## src/rtl/ofsb_pkg.sv

```systemverilog
// Shared constants and command type for the overflow spill byte FIFO.
// No dependencies; imported by every module of the block except ofsb_ram.
`default_nettype none
package ofsb_pkg;

  // Store depths
  localparam int NORMAL_DEPTH = 1024;
  localparam int PEAK_DEPTH   = 4096;

  // Pointer and fill widths derived from the depths
  localparam int N_AW = $clog2(NORMAL_DEPTH);
  localparam int N_FW = $clog2(NORMAL_DEPTH + 1);
  localparam int P_AW = $clog2(PEAK_DEPTH);
  localparam int P_FW = $clog2(PEAK_DEPTH + 1);

  // Capacity register widths, fixed by the register map
  localparam int NCAP_W = 11;
  localparam int PCAP_W = 13;
  localparam int CFG_W  = 13;
  localparam int CFG_IDX_W = 2;

  // Common width for fill against capacity compares
  localparam int NCMP_W = (N_FW > NCAP_W) ? N_FW : NCAP_W;
  localparam int PCMP_W = (P_FW > PCAP_W) ? P_FW : PCAP_W;

  // Register indexes
  localparam logic [CFG_IDX_W-1:0] REG_NORMAL_CAP = 2'd0;
  localparam logic [CFG_IDX_W-1:0] REG_PEAK_CAP   = 2'd1;

  // Capacity reset values
  localparam logic [NCAP_W-1:0] NORMAL_CAP_RESET = 11'd1024;
  localparam logic [PCAP_W-1:0] PEAK_CAP_RESET   = 13'd4096;

  // Request types
  localparam logic REQ_APPEND = 1'b0;
  localparam logic REQ_READ   = 1'b1;

  // Commands from the controller to the datapath
  typedef struct packed {
    logic take;     // request accepted this cycle
    logic load_rd;  // read data is back, load the result register
  } ofsb_cmd_t;

endpackage
`default_nettype wire

```

## src/rtl/ofsb_ctrl.sv

```systemverilog
// Controller for the overflow spill byte FIFO: request handshake, read wait
// state and result valid. Depends on ofsb_pkg.
`default_nettype none
module ofsb_ctrl import ofsb_pkg::*; (
  input  wire logic clk,
  input  wire logic rst,
  input  wire logic in_valid,
  output logic      in_ready,
  input  wire logic req_type,
  output logic      out_valid,
  input  wire logic out_ready,
  output ofsb_cmd_t cmd
);

  typedef enum logic {
    S_IDLE,
    S_RDATA
  } state_t;

  state_t state;

  // Take a request only when idle and the result slot is free this cycle
  assign in_ready    = (state == S_IDLE) && (!out_valid || out_ready);
  assign cmd.take    = in_valid && in_ready;
  assign cmd.load_rd = (state == S_RDATA);

  // State and result valid
  always_ff @(posedge clk) begin
    if (rst) begin
      state     <= S_IDLE;
      out_valid <= 1'b0;
    end else begin
      case (state)
        S_IDLE: begin
          if (cmd.take && (req_type == REQ_READ)) begin
            state <= S_RDATA;
            if (out_ready) begin
              out_valid <= 1'b0;
            end
          end else if (cmd.take) begin
            out_valid <= 1'b1;
          end else if (out_ready) begin
            out_valid <= 1'b0;
          end
        end
        S_RDATA: begin
          state     <= S_IDLE;
          out_valid <= 1'b1;
        end
        default: begin
          state <= S_IDLE;
        end
      endcase
    end
  end

endmodule
`default_nettype wire

```

## config.mk

```make
export PLATFORM = sky130hd
export DESIGN_NAME = ofsb_ctrl
export DESIGN_NICKNAME = d
export VERILOG_FILES = /design/src/rtl/ofsb_pkg.sv /design/src/rtl/ofsb_ctrl.sv
export SDC_FILE = /design/constraint.sdc
export NUM_CORES = 1
export LEC_CHECK = 0
export ABC_CLOCK_PERIOD_IN_PS = 1100
export BUFFER_PORTS_ARGS = -buffer_cell sky130_fd_sc_hd__buf_2
export CORE_AREA = 2 2 39 41
export DETAILED_ROUTE_END_ITERATION = 10
export DIE_AREA = 0 0 41 43
export MAX_ROUTING_LAYER = met4
export PLACE_DENSITY_LB_ADDON = 0.15
export SYNTH_ARGS = -nofsm -noshare
export SYNTH_HDL_FRONTEND = slang
export SYNTH_SLANG_ARGS = --single-unit
```

## constraint.sdc

```tcl
create_clock -name clk -period 1.1 [get_ports clk]
set_input_delay 0 -clock clk [delete_from_list [all_inputs] [get_ports clk]]
set_output_delay 0 -clock clk [all_outputs]
set_load 0.02 [all_outputs]
```

Word level (Yosys, flattened, before mapping):

Cells that the tools add are included.

* logic and storage cells: 14
* input port bits: 5
* register bits after elaboration: 2

* mux-type cells: 6
* reductions and logical operators: 5
* bitwise gates (word level): 1

Operators with widths (number)
* $mux W1: 4
* $pmux W1 S2: 2
* $logic_and A1 B1 Y1: 3
* $logic_not A1 Y1: 1
* $logic_or A1 B1 Y1: 1
* $not A1 Y1: 1

Depth between registers and ports, before layout:

* depth after elaboration: 7
* mapped depth: 2

Least setup slack after synthesis:

No wires, ideal clock.

* path type: register to output
* start: register out_valid
* end: output port cmd[1] in the netlist's numbering
* data arrival time: 1037 ps
* path buffers: 0
* slack: 63 ps
* cell stages (with the launch flop): 3
* cells stage by stage: dfxtp_1 > nor2b_4 > nor3b_1

RTL lines
* start, declared: RTL line ofsb_ctrl.sv:10 `output logic out_valid,`
* start signal, assigned: RTL line ofsb_ctrl.sv:31 `out_valid <= 1'b0;`
* start signal, assigned: RTL line ofsb_ctrl.sv:38 `out_valid <= 1'b0;`
* start signal, assigned: RTL line ofsb_ctrl.sv:41 `out_valid <= 1'b1;`
* end, declared: RTL line ofsb_ctrl.sv:12 `output ofsb_cmd_t cmd`

==> flow_metrics.py <==
metrics = {
    "run_status": {
        "outcome": "complete, no violations",
    },
    "sta": {
        "tns_ns": 0,
        "finalHoldViolations": 0,
        "whs_ns": 0.0380,
        "setup_viol": 0,
        "slew_headroom_pct": 87.6,
        "period_share_pct": 93.0,
        "worst_pin_slew_ns": 0.186,
        "max_freq_ghz": 0.977,
        "final.setup.worst_slack_ns": 0.0766,
        "slew_violations": 0,
        "rsz0062_at_grt": "no",
        "fin_skew_ns": 0.00178,
        "period_minus_slack_ns": 1.02,
    },
    "pwr": {
        "clkPwrFrac_pct": 55.8,
        "swShare_pct": 24.9,
        "p_total_mw": 0.293,
        "combPwrFrac_pct": 16.6,
        "p_leak_nw": 0.0855,
        "p_seq_share_pct": 27.6,
        "internal_power_mw": 0.220,
        "switchingPower_mw": 0.0730,
        "power_density_mw_per_mm2": 1560,
        "vdd.ir_drop.worst_uv": 380,
    },
    "final_layout": {
        "drive_gt1_share_pct": 61.9,
        "nFillCells": 155,
        "fin_cells": 37,
        "postLayoutCoreUtil_pct": 13.6,
        "diodes": 0,
        "nets": 28,
        "syn_to_final_growth_pct": 66.7,
        "final_cell_area_sq_um": 188,
    },
    "worst_setup_path": {
        "crit_chain": "nor2b_4 -> nor3b_1 -> buf_2",
        "required_ns": 1.10,
        "start_kind": "register",
        "r2r_slack_ns": 0.27,
        "critPathArrivalTime_ns": 1.02,
        "cp_top_family": "simple AND/OR/NAND/NOR gates",
        "path_max_fanout": 4,
        "path_buf_inv": 1,
        "cp_slowest_stage_delay_ns": 0.30,
        "path_class": "register to primary output",
        "cp_slowest_cell": "dfxtp_1",
        "end_kind": "primary output",
    },
    "clocking": {
        "worstSkewPairLatency_ns": 0.22,
        "post-cts-setup-buffer-count": 0,
        "clockRootBuffer": "clkbuf_4",
        "path_clk_slew_ns": 0.03,
        "numCtsBuffers": 3,
        "clock_sinks": 2,
        "postCtsHoldBufs": 0,
        "clock_path_buffers": 2,
        "cts_resized": 0,
        "cts_tree": "yes",
        "cts_max_level": 1,
    },
    "logic_synthesis": {
        "synth_top_flop_cell": "dfxtp_1",
        "async_flop_share_pct": 0,
        "synth_area_per_cell_sq_um": 10.2,
        "ys_ff_latch": 2,
        "synth_edf_count": 0,
        "synth.cell_area_sq_um": 113,
        "syn_inst": 11,
        "yosysTopAreaCellShare_pct": 35.6,
        "synthDistinctLibCells": 10,
        "synth_top_cell_by_area": "dfxtp_1",
        "synthTopCellsByArea": "dfxtp_1 36%, nor4b_2 13%, nor2b_4 12%",
        "ys_warn_count": 0,
        "synth_most_common_cell": "dfxtp_1",
        "synth_nets": 16,
        "yosysSeqAreaShare_pct": 35.6,
    },
    "grt": {
        "grt_pass1_vias": 104,
        "grt_max_degree": 6,
        "overflow": 0,
        "grtUsageTotal_pct": 4.51,
        "antenna_found_initial": 0,
        "grt_pass1_wl_um": 407,
    },
    "floorplanning": {
        "core-area_sq_mm": 0.00138,
        "die-area_sq_mm": 0.00176,
        "initial_core_util_pct": 8.14,
        "rows": 14,
        "die_h_um": 43,
        "pin_count": 9,
        "die_w_um": 41,
    },
    "route": {
        "viasPerCell": 2.95,
        "wl_per_cell_um": 7.84,
        "drc": 0,
        "ant_nets": 0,
        "via_count": 109,
        "firstDrtPassIters": 2,
        "routed_wl_um": 290,
        "initialDrtViolationCount": 4,
    },
    "placed_design": {
        "place_area_sq_um": 165,
        "dp_cells": 34,
        "pre_cts_ws_ns": 0.285,
        "gp_congestion": 0.543,
        "port_buffers": 8,
    },
    "run": {
        "cap_violations": 0,
    },
    "worst_hold_path": {
        "hold_class": "primary input to register",
    },
}
[worst paths after layout]
check | from | to | cells past startpoint
worst min register to register | state$_SDFF_PP0_ | state$_SDFF_PP0_ | 1
worst min-delay path | rst | out_valid$_SDFF_PP0_ | 3
worst max-delay path | out_valid$_SDFF_PP0_ | cmd[1] | 3
worst max register to register | out_valid$_SDFF_PP0_ | out_valid$_SDFF_PP0_ | 2
[per-layer routing]
layer / vias up / part of all wire [%] / GRT usage (%)
li1: 56 / - / -
met3: 0 / 19 / 4.71
met4: 0 / 0 / 6.00
met2: 9 / 30 / 2.81
met1: 44 / 51 / 5.41
met5: - / 0 / -
[registers in the layout, indices dropped and copies added, names as in the netlist]
| name | count |
|---|---|
| state | 1 |
| out_valid | 1 |
[cells in the final DEF, fill, tap and decap left out]
cell type	netlist	final
inv_1	1	1
nor2_1	1	1
nand2b_1	1	1
nor2b_1	1	1
buf_2	0	8
dfxtp_1	2	2
o31a_1	1	1
nor2b_4	1	1
nor3b_1	1	1
clkbuf_4	0	3
nor4b_2	1	1
[worst reg2reg max path, cell delays in order (launching register included)]
cell	delay, ns
dfxtp_1	0.30
nor2b_4	0.14
o31a_1	0.27
[power by group through the flow]
stage	sequential [mW]	combinational (mW)	clock (mW)
floorplan	0.0846	0.0276	0
global placement	0.0818	0.0492	0
detailed placement	0.0816	0.0490	0
CTS	0.0808	0.0495	0.177
global route	0.0818	0.0525	0.180
finish	0.0809	0.0488	0.164
[final cells by class]
type | instances | area (sq um) | share of cell area (%)
Multi-Input combinational cell | 7 | 61.3 | 32.7
Timing Repair Buffer | 8 | 40.0 | 21.3
Sequential cell | 2 | 40.0 | 21.3
Clock buffer | 3 | 22.5 | 12.0
Inverter | 1 | 3.75 | 2.00
Tap cell | 16 | 20.0 | 10.7
[cell families (layout without fill, tap and decap cells)]
group / after synthesis / count (layout) / share of synthesized area, %
and+or+nand+nor: 6 / 6 / 46.7
AOI/OAI and AO/OA: 1 / 1 / 7.78
DFF: 2 / 2 / 35.6
buffers and inverters: 2 / 12 / 10.0
Note: power is estimated with default switching activity, not from simulation.
